## src/rtl/core/hrds_pkg.sv

```systemverilog
// Shared types, codes and constants of the heart-rate driver-state block.
// No dependencies; every other file of the block refers to this package.
package hrds_pkg;

  localparam int TAP_COUNT = 9;

  localparam logic [15:0] RATE_RESET = 16'd15360;
  localparam logic [15:0] PCT_MAX    = 16'hFFFF;

  localparam logic [15:0] COEF_RESET      = 16'd58982;
  localparam logic [15:0] RATE_LOW_RESET  = 16'd12800;
  localparam logic [15:0] RATE_HIGH_RESET = 16'd25600;
  localparam logic [15:0] VAR_LOW_RESET   = 16'd6400;
  localparam logic [15:0] VAR_HIGH_RESET  = 16'd7680;

  localparam logic [2:0] REG_COEF      = 3'd0;
  localparam logic [2:0] REG_RATE_LOW  = 3'd1;
  localparam logic [2:0] REG_RATE_HIGH = 3'd2;
  localparam logic [2:0] REG_VAR_LOW   = 3'd3;
  localparam logic [2:0] REG_VAR_HIGH  = 3'd4;

  localparam logic [2:0] GAZE_FOCUS  = 3'd0;
  localparam logic [2:0] GAZE_LEFT   = 3'd1;
  localparam logic [2:0] GAZE_RIGHT  = 3'd2;
  localparam logic [2:0] GAZE_CLOSED = 3'd3;

  localparam logic [1:0] CLS_NORMAL  = 2'd0;
  localparam logic [1:0] CLS_WARNING = 2'd1;
  localparam logic [1:0] CLS_STOP    = 2'd2;

  localparam logic [2:0] SYM_NONE     = 3'd0;
  localparam logic [2:0] SYM_STOP     = 3'd1;
  localparam logic [2:0] SYM_HEART    = 3'd2;
  localparam logic [2:0] SYM_QUESTION = 3'd3;
  localparam logic [2:0] SYM_SMILE    = 3'd4;

  typedef struct packed {
    logic [15:0] rate_sample;
    logic [2:0]  gaze_class;
  } in_word_t;

  typedef struct packed {
    logic [15:0] smoothed_rate;
    logic [15:0] variability_pct;
    logic [1:0]  driver_class;
    logic [2:0]  display_symbol;
    logic        fixed_brightness;
    logic        rule_hit;
    logic        alert;
  } out_word_t;

  typedef struct packed {
    logic [15:0] rate_low;
    logic [15:0] rate_high;
    logic [15:0] var_low;
    logic [15:0] var_high;
  } limits_t;

  typedef struct packed {
    logic [1:0] driver_class;
    logic [2:0] display_symbol;
    logic       fixed_brightness;
    logic       rule_hit;
    logic       alert;
  } decision_t;

  typedef struct packed {
    logic en;
    logic init;
    logic round;
  } mac_ctrl_t;

  typedef struct packed {
    logic load;
    logic step;
  } div_ctrl_t;

  // Derivative taps in Q1.15, oldest sample first.
  function automatic logic signed [17:0] fir_tap(input logic [3:0] idx);
    logic signed [17:0] t;
    case (idx)
      4'd0:    t = -18'sd546;
      4'd1:    t = -18'sd2185;
      4'd2:    t = -18'sd1638;
      4'd3:    t = -18'sd1092;
      4'd4:    t = 18'sd0;
      4'd5:    t = 18'sd546;
      4'd6:    t = 18'sd1092;
      4'd7:    t = 18'sd1638;
      4'd8:    t = 18'sd2185;
      default: t = 18'sd0;
    endcase
    return t;
  endfunction

endpackage

```

## src/rtl/core/heart_rate_driver_state_top.sv

```systemverilog
// Heart-rate driver-state block: sequencer, state and configuration registers.
// Depends on hrds_pkg, hrds_mac, hrds_div and hrds_decide.
// Each input word passes through the shared multiply-accumulate unit
// (11 products) and the one-bit-a-cycle divider (16 steps); the divider is
// skipped when the variability saturates. A new word is accepted only after
// the last result word has been handed to the output register; in_ready is
// high only when idle.
// Reset (synchronous, active low) restores the registers to their defaults, the
// average and all eight past samples to 60 bpm, and the last driver class to normal.
module heart_rate_driver_state_top (
  input  logic                  clk,
  input  logic                  rst_n,
  input  logic                  in_valid,
  output logic                  in_ready,
  input  hrds_pkg::in_word_t    in_data,
  output logic                  out_valid,
  input  logic                  out_ready,
  output hrds_pkg::out_word_t   out_data,
  input  logic                  cfg_valid,
  output logic                  cfg_ready,
  input  logic [2:0]            cfg_index,
  input  logic [15:0]           cfg_data
);

  // Sequencer states: IDLE, AVG, FIR, SCALE, DINIT, DIV (skipped on saturation), DONE.
  localparam logic [2:0] ST_IDLE  = 3'd0;
  localparam logic [2:0] ST_AVG   = 3'd1;
  localparam logic [2:0] ST_FIR   = 3'd2;
  localparam logic [2:0] ST_SCALE = 3'd3;
  localparam logic [2:0] ST_DINIT = 3'd4;
  localparam logic [2:0] ST_DIV   = 3'd5;
  localparam logic [2:0] ST_DONE  = 3'd6;

  localparam int          DEPTH    = hrds_pkg::TAP_COUNT - 1;
  localparam logic [3:0]  AVG_LAST = 4'd1;
  localparam logic [3:0]  FIR_LAST = 4'(hrds_pkg::TAP_COUNT - 1);
  localparam logic [3:0]  DIV_LAST = 4'd15;

  logic [2:0]  state_r;
  logic [2:0]  state_nxt;
  logic [3:0]  cnt_r;
  logic [3:0]  cnt_nxt;

  // Configuration registers.
  logic [15:0]         coef_r;
  hrds_pkg::limits_t   lim_r;

  // Block state carried from item to item.
  logic [15:0] avg_r;
  logic [15:0] past_r [DEPTH];
  logic [1:0]  last_class_r;

  // Working registers of the item in flight.
  logic [15:0] x_r;
  logic [2:0]  gaze_r;
  logic [29:0] num_r;
  logic        sat_r;

  logic                out_valid_r;
  hrds_pkg::out_word_t out_r;

  hrds_pkg::mac_ctrl_t mac_ctrl;
  hrds_pkg::div_ctrl_t div_ctrl;
  logic signed [17:0]  mac_a;
  logic [15:0]         mac_b;
  logic signed [34:0]  acc;
  logic [16:0]         coef_comp;
  logic [34:0]         mag_full;
  logic [29:0]         mag;
  logic [36:0]         scaled;
  logic                over;
  logic [15:0]         quotient;
  logic [15:0]         pct;
  logic                finish;
  hrds_pkg::decision_t dec;

  assign in_ready  = (state_r == ST_IDLE);
  assign cfg_ready = 1'b1;
  assign out_valid = out_valid_r;
  assign out_data  = out_r;

  // The finished word may only leave DONE once the output register is free.
  assign finish = (state_r == ST_DONE) && (!out_valid_r || out_ready);

  always_comb begin
    state_nxt = state_r;
    cnt_nxt   = cnt_r;
    case (state_r)
      ST_IDLE: begin
        if (in_valid) begin
          state_nxt = ST_AVG;
          cnt_nxt   = '0;
        end
      end
      ST_AVG: begin
        cnt_nxt = cnt_r + 4'd1;
        if (cnt_r == AVG_LAST) begin
          state_nxt = ST_FIR;
          cnt_nxt   = '0;
        end
      end
      ST_FIR: begin
        cnt_nxt = cnt_r + 4'd1;
        if (cnt_r == FIR_LAST) begin
          state_nxt = ST_SCALE;
          cnt_nxt   = '0;
        end
      end
      ST_SCALE: begin
        state_nxt = ST_DINIT;
      end
      ST_DINIT: begin
        state_nxt = over ? ST_DONE : ST_DIV;
        cnt_nxt   = '0;
      end
      ST_DIV: begin
        cnt_nxt = cnt_r + 4'd1;
        if (cnt_r == DIV_LAST) begin
          state_nxt = ST_DONE;
        end
      end
      ST_DONE: begin
        if (finish) begin
          state_nxt = ST_IDLE;
        end
      end
      default: begin
        state_nxt = ST_IDLE;
      end
    endcase
  end

  // Operand selection for the shared multiplier. The average takes two products,
  // k times the old average and (1 - k) times the sample; the filter takes nine.
  assign coef_comp = 17'h10000 - {1'b0, coef_r};

  always_comb begin
    mac_ctrl = '0;
    mac_a    = '0;
    mac_b    = '0;
    if (state_r == ST_AVG) begin
      mac_ctrl.en    = 1'b1;
      mac_ctrl.init  = (cnt_r == 4'd0);
      mac_ctrl.round = 1'b1;
      if (cnt_r == 4'd0) begin
        mac_a = $signed({2'b00, coef_r});
        mac_b = avg_r;
      end else begin
        mac_a = $signed({1'b0, coef_comp});
        mac_b = x_r;
      end
    end else if (state_r == ST_FIR) begin
      mac_ctrl.en   = 1'b1;
      mac_ctrl.init = (cnt_r == 4'd0);
      mac_a         = hrds_pkg::fir_tap(cnt_r);
      mac_b         = (cnt_r == FIR_LAST) ? x_r : past_r[cnt_r[2:0]];
    end
  end

  hrds_mac u_mac (
    .clk  (clk),
    .ctrl (mac_ctrl),
    .op_a (mac_a),
    .op_b (mac_b),
    .acc  (acc)
  );

  // Magnitude of the filter sum; it stays below 2^30 for any input.
  assign mag_full = acc[34] ? 35'(-acc) : 35'(acc);
  assign mag      = mag_full[29:0];
  // Times 100 by shifts and adds; the divide by 128 is taken up front, which
  // leaves the floor of the quotient unchanged.
  assign scaled   = ({7'd0, mag} << 6) + ({7'd0, mag} << 5) + ({7'd0, mag} << 2);

  // A quotient that would not fit in 16 bits, a zero average included, saturates.
  assign over = {2'b00, num_r} >= {avg_r, 16'h0000};

  assign div_ctrl.load = (state_r == ST_DINIT);
  assign div_ctrl.step = (state_r == ST_DIV);

  hrds_div u_div (
    .clk      (clk),
    .ctrl     (div_ctrl),
    .dividend ({2'b00, num_r}),
    .divisor  (avg_r),
    .quotient (quotient)
  );

  assign pct = sat_r ? hrds_pkg::PCT_MAX : quotient;

  hrds_decide u_decide (
    .rate       (x_r),
    .gaze       (gaze_r),
    .pct        (pct),
    .lim        (lim_r),
    .last_class (last_class_r),
    .dec        (dec)
  );

  // Control state and configuration.
  always_ff @(posedge clk) begin
    if (!rst_n) begin
      state_r         <= ST_IDLE;
      cnt_r           <= '0;
      out_valid_r     <= 1'b0;
      coef_r          <= hrds_pkg::COEF_RESET;
      lim_r.rate_low  <= hrds_pkg::RATE_LOW_RESET;
      lim_r.rate_high <= hrds_pkg::RATE_HIGH_RESET;
      lim_r.var_low   <= hrds_pkg::VAR_LOW_RESET;
      lim_r.var_high  <= hrds_pkg::VAR_HIGH_RESET;
    end else begin
      state_r <= state_nxt;
      cnt_r   <= cnt_nxt;
      if (finish) begin
        out_valid_r <= 1'b1;
      end else if (out_ready) begin
        out_valid_r <= 1'b0;
      end
      if (cfg_valid) begin
        case (cfg_index)
          hrds_pkg::REG_COEF:      coef_r          <= cfg_data;
          hrds_pkg::REG_RATE_LOW:  lim_r.rate_low  <= cfg_data;
          hrds_pkg::REG_RATE_HIGH: lim_r.rate_high <= cfg_data;
          hrds_pkg::REG_VAR_LOW:   lim_r.var_low   <= cfg_data;
          hrds_pkg::REG_VAR_HIGH:  lim_r.var_high  <= cfg_data;
          default: begin
          end
        endcase
      end
    end
  end

  // State that persists between items; reset restores it to 60 bpm and normal.
  always_ff @(posedge clk) begin
    if (!rst_n) begin
      avg_r        <= hrds_pkg::RATE_RESET;
      last_class_r <= hrds_pkg::CLS_NORMAL;
      for (int i = 0; i < DEPTH; i++) begin
        past_r[i] <= hrds_pkg::RATE_RESET;
      end
    end else begin
      // The rounded average sits in the accumulator for the first filter cycle.
      if (state_r == ST_FIR && cnt_r == 4'd0) begin
        avg_r <= acc[31:16];
      end
      // The delay line advances once the filter has read every tap.
      if (state_r == ST_SCALE) begin
        for (int i = 0; i < DEPTH - 1; i++) begin
          past_r[i] <= past_r[i + 1];
        end
        past_r[DEPTH - 1] <= x_r;
      end
      if (finish) begin
        last_class_r <= dec.driver_class;
      end
    end
  end

  // Payload registers of the item in flight and of the result word.
  always_ff @(posedge clk) begin
    if (in_valid && in_ready) begin
      x_r    <= in_data.rate_sample;
      gaze_r <= in_data.gaze_class;
    end
    if (state_r == ST_SCALE) begin
      num_r <= scaled[36:7];
    end
    if (state_r == ST_DINIT) begin
      sat_r <= over;
    end
    if (finish) begin
      out_r.smoothed_rate    <= avg_r;
      out_r.variability_pct  <= pct;
      out_r.driver_class     <= dec.driver_class;
      out_r.display_symbol   <= dec.display_symbol;
      out_r.fixed_brightness <= dec.fixed_brightness;
      out_r.rule_hit         <= dec.rule_hit;
      out_r.alert            <= dec.alert;
    end
  end

  // A new result word only ever appears as the sequencer leaves DONE.
  a_rise_from_done: assert property (@(posedge clk) disable iff (!rst_n)
    $rose(out_valid) |-> $past(state_r == ST_DONE))
    else $error("result word raised outside DONE");

  // The divider never runs past its sixteenth step.
  a_div_bound: assert property (@(posedge clk) disable iff (!rst_n)
    (state_r == ST_DIV) |-> (cnt_r <= DIV_LAST))
    else $error("divider step count overran");

  // The alert flag agrees with the class and the rule flag of the same word.
  a_alert: assert property (@(posedge clk) disable iff (!rst_n)
    out_valid |-> (out_data.alert ==
                   (out_data.rule_hit && (out_data.driver_class != hrds_pkg::CLS_NORMAL))))
    else $error("alert disagrees with driver class");

  // Without a matching rule the word shows no symbol and no fixed brightness.
  a_no_rule: assert property (@(posedge clk) disable iff (!rst_n)
    (out_valid && !out_data.rule_hit) |->
      (out_data.display_symbol == hrds_pkg::SYM_NONE && !out_data.fixed_brightness))
    else $error("display changed without a matching rule");

endmodule

```

## src/rtl/core/hrds_mac.sv

```systemverilog
// Shared multiply-accumulate unit: signed 18-bit by unsigned 16-bit.
// Depends on hrds_pkg for the control struct.
module hrds_mac (
  input  logic                    clk,
  input  hrds_pkg::mac_ctrl_t     ctrl,
  input  logic signed [17:0]      op_a,
  input  logic [15:0]             op_b,
  output logic signed [34:0]      acc
);

  logic signed [34:0] prod;
  logic signed [34:0] base;
  logic signed [34:0] acc_r;

  assign prod = op_a * $signed({1'b0, op_b});
  // A fresh sum starts from the rounding half when the average is formed.
  assign base = ctrl.init ? (ctrl.round ? 35'sd32768 : 35'sd0) : acc_r;

  always_ff @(posedge clk) begin
    if (ctrl.en) begin
      acc_r <= base + prod;
    end
  end

  assign acc = acc_r;

endmodule

```

## src/rtl/core/hrds_div.sv

```systemverilog
// Restoring divider, one quotient bit a cycle while step is high, 32-by-16 bits.
// Depends on hrds_pkg for the control struct; the caller keeps the quotient in 16 bits.
module hrds_div (
  input  logic                 clk,
  input  hrds_pkg::div_ctrl_t  ctrl,
  input  logic [31:0]          dividend,
  input  logic [15:0]          divisor,
  output logic [15:0]          quotient
);

  logic [15:0] rem_r;
  logic [15:0] quo_r;
  logic [16:0] trial;
  logic [16:0] diff;
  logic        fits;

  assign trial = {rem_r, quo_r[15]};
  assign fits  = trial >= {1'b0, divisor};
  assign diff  = trial - {1'b0, divisor};

  always_ff @(posedge clk) begin
    if (ctrl.load) begin
      rem_r <= dividend[31:16];
      quo_r <= dividend[15:0];
    end else if (ctrl.step) begin
      rem_r <= fits ? diff[15:0] : trial[15:0];
      quo_r <= {quo_r[14:0], fits};
    end
  end

  assign quotient = quo_r;

endmodule

```

## src/rtl/core/hrds_decide.sv

```systemverilog
// Decision table: gaze, raw rate and variability to driver class and display.
// Depends on hrds_pkg for codes and structs.
module hrds_decide (
  input  logic [15:0]          rate,
  input  logic [2:0]           gaze,
  input  logic [15:0]          pct,
  input  hrds_pkg::limits_t    lim,
  input  logic [1:0]           last_class,
  output hrds_pkg::decision_t  dec
);

  logic away;
  logic below;
  logic above;
  logic pct_lo;
  logic pct_hi;

  assign away   = gaze inside {hrds_pkg::GAZE_LEFT, hrds_pkg::GAZE_RIGHT};
  assign below  = rate < lim.rate_low;
  assign above  = rate > lim.rate_high;
  assign pct_lo = pct < lim.var_low;
  assign pct_hi = pct > lim.var_high;

  always_comb begin
    dec                  = '0;
    dec.driver_class     = last_class;
    dec.display_symbol   = hrds_pkg::SYM_NONE;
    dec.rule_hit         = 1'b1;
    if (away && below) begin
      dec.driver_class   = hrds_pkg::CLS_STOP;
      dec.display_symbol = hrds_pkg::SYM_STOP;
    end else if (away && !above) begin
      if (pct_hi) begin
        dec.driver_class   = hrds_pkg::CLS_STOP;
        dec.display_symbol = hrds_pkg::SYM_HEART;
      end else if (pct_lo) begin
        dec.driver_class   = hrds_pkg::CLS_STOP;
        dec.display_symbol = hrds_pkg::SYM_STOP;
      end else begin
        dec.driver_class   = hrds_pkg::CLS_WARNING;
        dec.display_symbol = hrds_pkg::SYM_QUESTION;
      end
    end else if (gaze == hrds_pkg::GAZE_FOCUS) begin
      if (below) begin
        dec.driver_class   = hrds_pkg::CLS_STOP;
        dec.display_symbol = hrds_pkg::SYM_HEART;
      end else if (above) begin
        if (pct_lo) begin
          dec.driver_class   = hrds_pkg::CLS_WARNING;
          dec.display_symbol = hrds_pkg::SYM_QUESTION;
        end else begin
          dec.driver_class   = hrds_pkg::CLS_STOP;
          dec.display_symbol = hrds_pkg::SYM_STOP;
        end
      end else if (pct_lo) begin
        dec.driver_class     = hrds_pkg::CLS_NORMAL;
        dec.display_symbol   = hrds_pkg::SYM_SMILE;
        dec.fixed_brightness = 1'b1;
      end else if (pct_hi) begin
        dec.driver_class   = hrds_pkg::CLS_STOP;
        dec.display_symbol = hrds_pkg::SYM_STOP;
      end else begin
        dec.driver_class   = hrds_pkg::CLS_WARNING;
        dec.display_symbol = hrds_pkg::SYM_QUESTION;
      end
    end else if (gaze == hrds_pkg::GAZE_CLOSED) begin
      if (below) begin
        dec.driver_class   = hrds_pkg::CLS_STOP;
        dec.display_symbol = hrds_pkg::SYM_STOP;
      end else if (above) begin
        dec.driver_class   = hrds_pkg::CLS_STOP;
        dec.display_symbol = hrds_pkg::SYM_HEART;
      end else if (pct_lo) begin
        dec.driver_class   = hrds_pkg::CLS_WARNING;
        dec.display_symbol = hrds_pkg::SYM_QUESTION;
      end else begin
        dec.driver_class   = hrds_pkg::CLS_STOP;
        dec.display_symbol = hrds_pkg::SYM_HEART;
      end
    end else begin
      dec.rule_hit = 1'b0;
    end
    dec.alert = dec.rule_hit && (dec.driver_class != hrds_pkg::CLS_NORMAL);
  end

endmodule

```

## config.mk

```make
export PLATFORM = sky130hd
export DESIGN_NAME = heart_rate_driver_state_top
export DESIGN_NICKNAME = d
export VERILOG_FILES = /design/src/rtl/core/hrds_pkg.sv /design/src/rtl/core/heart_rate_driver_state_top.sv /design/src/rtl/core/hrds_mac.sv /design/src/rtl/core/hrds_div.sv /design/src/rtl/core/hrds_decide.sv
export SDC_FILE = /design/constraint.sdc
export NUM_CORES = 2
export LEC_CHECK = 0
export ABC_CLOCK_PERIOD_IN_PS = 12600
export BUFFER_PORTS_ARGS = -buffer_cell sky130_fd_sc_hd__buf_2
export CAP_MARGIN = 20
export CORE_MARGIN = 8
export CORE_UTILIZATION = 40
export DETAILED_ROUTE_END_ITERATION = 8
export HOLD_SLACK_MARGIN = 0.03
export RECOVER_POWER = 25
export SYNTH_ARGS = -nofsm -noshare
export SYNTH_HDL_FRONTEND = slang
export SYNTH_HIERARCHICAL = 1
export SYNTH_SLANG_ARGS = --single-unit
```

## constraint.sdc

```tcl
create_clock -name clk -period 12.6 [get_ports clk]
set_input_delay 1.26 -clock clk [delete_from_list [all_inputs] [get_ports clk]]
set_output_delay 1.26 -clock clk [all_outputs]
set_load 0.02 [all_outputs]
```

==> impl_metrics.py <==
metrics = {
    "grt": {
        "top_usage_layer": "met2",
        "grt_max_degree": 97,
        "grt_usage_pct": 17.7,
        "grt_use_met1_pct": 25.6,
        "grt_pass1_vias": 24262,
        "grtUsageMet3_pct": 2.24,
        "antenna_found_initial": 1,
        "grt_use_met2_pct": 28.2,
        "grt_pass1_wl_um": 139000,
        "gr-total-overflow": 0,
    },
    "routing": {
        "vias": 24403,
        "drt_iter0_drc": 1789,
        "via_per_inst": 5.14,
        "wl_per_cell_um": 18.3,
        "drc": 0,
        "wirelength_um": 87000,
        "ant_nets": 0,
        "drt_pass1_iterations": 6,
    },
    "power": {
        "p_leak_nw": 16.2,
        "peakVddDrop_v": 0.000183,
        "p_int_mw": 4.27,
        "p_switching_mw": 3.20,
        "swShare_pct": 42.9,
        "p_comb_share_pct": 56.3,
        "pwr-share-seq_pct": 24.7,
        "clkPwrFrac_pct": 19.0,
        "power.density_mw_per_mm2": 196,
    },
    "sta": {
        "clock_skew_ns": 0.0457,
        "setup_violations": 0,
        "slew_headroom_pct": -140,
        "hold_violations": 0,
        "rsz0062_at_grt": "no",
        "fin_crit_ns": 8.38,
        "setup_tns_ns": 0,
        "timing.fmax_mhz": 119,
        "tightest_slew_ns": 3.60,
        "period_share_pct": 66.5,
        "slew_violations": 175,
    },
    "cts": {
        "cts_tree": "built",
        "cts_sinks": 401,
        "root_buffer": "clkbuf_16",
        "postCtsSetupBuffers": 0,
        "cts_buffer_depth": 3,
        "numCtsBuffers": 47,
        "cts_hold_buf": 0,
        "cts_max_level": 2,
        "clock_latency_ns": 0.61,
        "cts_resized": 0,
        "clk_pin_slew_ns": 0.06,
    },
    "worst_setup_path": {
        "cp_max_fo": 24,
        "startpoint_type": "flop",
        "end_kind": "flop",
        "crit-reg2reg-launch": "state_r[2]",
        "critPathLaunch": "state_r[2]",
        "rrSetupSlack_ns": 4.22,
        "crit_type": "flop to flop",
        "arrival_ns": 8.82,
        "reg2reg_to": "u_mac/acc[33]",
        "critical_path.endpoint": "u_mac/acc[33]",
        "crit_required_ns": 13.04,
        "reg2reg_depth": 23,
    },
    "synthesis": {
        "syn_inst": 3523,
        "syn_area_per_cell_um2": 9.90,
        "yosys_most_used_dff": "edfxtp_1",
        "yosys.area.top_type": "edfxtp_1",
        "ys_seq_area_share_pct": 31.2,
        "synth_top_area_share_pct": 24.5,
        "syn-cell-area_mm2": 0.0349,
        "synth-seq-cells": 401,
        "synth_top_cells_by_area": "edfxtp_1 (25%), fa_1 (20%), ha_1 (8.6%)",
        "ys_types": 103,
        "synth_edf_count": 285,
        "async_reset_ff_share_pct": 0,
        "yosys_warnings": 6,
    },
    "floorplanning": {
        "row_count": 108,
        "dieHeight_um": 311,
        "pin_count": 86,
        "dieArea_mm2": 0.0969,
        "core_mm2": 0.0866,
        "die_w_um": 311,
        "initial_core_util_pct": 40.2,
    },
    "cells_and_area": {
        "nNetsFinal": 4182,
        "fin_util_pct": 44.1,
        "syn2layout_area_growth_pct": 9.45,
        "final_layout_size_suffix_gt1_share_pct": 8.91,
    },
    "job": {
        "maxCapViolations": 4,
    },
    "worst_hold_path": {
        "hold_path.class": "flop to flop",
    },
    "placement": {
        "hpwl_um": 67300,
        "io_buffers": 84,
        "gp_congestion": 0.880,
    },
    "status": {
        "failed_checks": "max-capacitance violations, max-slew violations",
        "status": "finished, violations left",
    },
}
-- through the flow --
stage | total power, mW | cell area, µm² | setup WS [ns] | cells | hold slack (ns)
finish | 7.48 | 38200 | 4.22 | 4748 | 0.453
global route | 8.13 | 38200 | 3.73 | 4746 | 0.473
CTS | 7.51 | 38100 | 4.03 | 4743 | 0.455
detailed placement | 6.05 | 36500 | 4.04 | 4657 | 0.446
global placement | 6.03 | 36500 | 4.13 | 4656 | 0.440
floorplan | 5.09 | 34900 | 2.15 | 3524 | 0.432
-- cells by family (layout without fill, tap and decap cells) --
family	Yosys count	after routing	share of synthesized area (%)
other	2	5	0.0215
AO/OA/AOI/OAI	550	550	10.3
buffers and inverters	718	785	7.92
multiplexers	76	76	3.41
AND/OR/NAND/NOR	1061	1061	15.4
adder cells (fa/ha/maj)	585	585	28.4
XOR/XNOR	130	130	3.31
flip-flops	401	401	31.2
-- cell usage after synthesis, types with 24 or more instances --
library cell,n
edfxtp_1,285
inv_1,567
o21bai_1,24
mux4_2,32
nand3_1,57
ha_1,239
nand2b_1,71
fa_1,346
xnor2_1,68
dfxtp_1,116
xor2_1,60
a21o_1,32
nand2_1,431
o21ai_0,89
nor2_1,92
clkbuf_1,126
mux2i_1,26
a21oi_1,183
and2_1,243
o21ai_1,26
-- worst min path at each step --
stage / startpoint / to / depth (start not counted) / slack, ns
after floorplan: lim_r[16] / lim_r[16] / 2 / 0.43
after global placement: lim_r[48] / lim_r[48] / 2 / 0.44
after detailed placement: lim_r[40] / lim_r[40] / 2 / 0.45
after CTS: lim_r[40] / lim_r[40] / 2 / 0.45
after global routing: lim_r[40] / lim_r[40] / 2 / 0.47
final: lim_r[34] / lim_r[34] / 2 / 0.45
-- cells in the final DEF, fill, tap and decap left out, drive strengths merged, types with 19 or more instances in the layout --
| master | count |
|---|---|
| a21o | 32 |
| a21oi | 186 |
| a31oi | 23 |
| and2 | 243 |
| buf | 122 |
| clkbuf | 73 |
| dfxtp | 116 |
| edfxtp | 285 |
| fa | 346 |
| ha | 239 |
| inv | 570 |
| mux2i | 26 |
| mux4 | 32 |
| nand2 | 433 |
| nand2b | 71 |
| nand3 | 64 |
| nand4 | 21 |
| nor2 | 92 |
| nor2b | 21 |
| nor3 | 23 |
| o211ai | 19 |
| o21ai | 115 |
| o21bai | 25 |
| o31ai | 21 |
| or2 | 22 |
| xnor2 | 68 |
| xor2 | 62 |
-- worst max-delay path, stage by stage (launching register included) --
cell      delay [ns]
dfxtp_1         0.49
or3b_2          0.80
nor2_1          0.83
a22oi_1         0.20
o21ai_1         0.12
buf_4           0.27
nand2_1         0.18
fa_1            0.75
fa_1            0.49
fa_1            0.51
inv_1           0.05
fa_1            0.49
fa_1            0.49
inv_1           0.05
fa_1            0.47
inv_1           0.04
ha_1            0.38
nand3_1         0.14
a211o_1         0.25
o211a_1         0.15
a211oi_2        0.35
o41ai_2         0.16
or4b_1          0.47
nand3_1         0.09
-- state kept, by name (all words and copies together), names as in the netlist, named ones only --
name	flops
u_mac/acc	35
num_r	30
gaze_r	3
last_class_r	2
cnt_r	4
out_valid	1
u_div/quotient	16
avg_r	16
sat_r	1
coef_r	16
out_data	40
state_r	3
u_div/rem_r	16
lim_r	64
x_r	16
past_r	128
-- metal layers --
layer  vias to the layer above  part of all wire (%)
met2                       565                    46
met1                     12071                    48
met5                         -                     0
met3                       106                   4.7
li1                      11661                     -
met4                         0                   2.0
-- power groups by stage --
stage	Combinational (mW)	Clock [mW]	Sequential [mW]
floorplan	3.27	0	1.83
global placement	4.16	0	1.87
detailed placement	4.18	0	1.87
CTS	4.21	1.45	1.85
global route	4.77	1.49	1.86
finish	4.21	1.42	1.85
-- layout make-up --
type,instances,area [µm²]
timing repair buffer,131,774
clock inverter,22,328
sequential,401,10900
inverter,568,2130
antenna,2,5.00
clock buffer,64,1310
tap,1155,1450
multi-input combinational,2405,21300
fill,8259,48500
(Power assumes the default switching activity.)
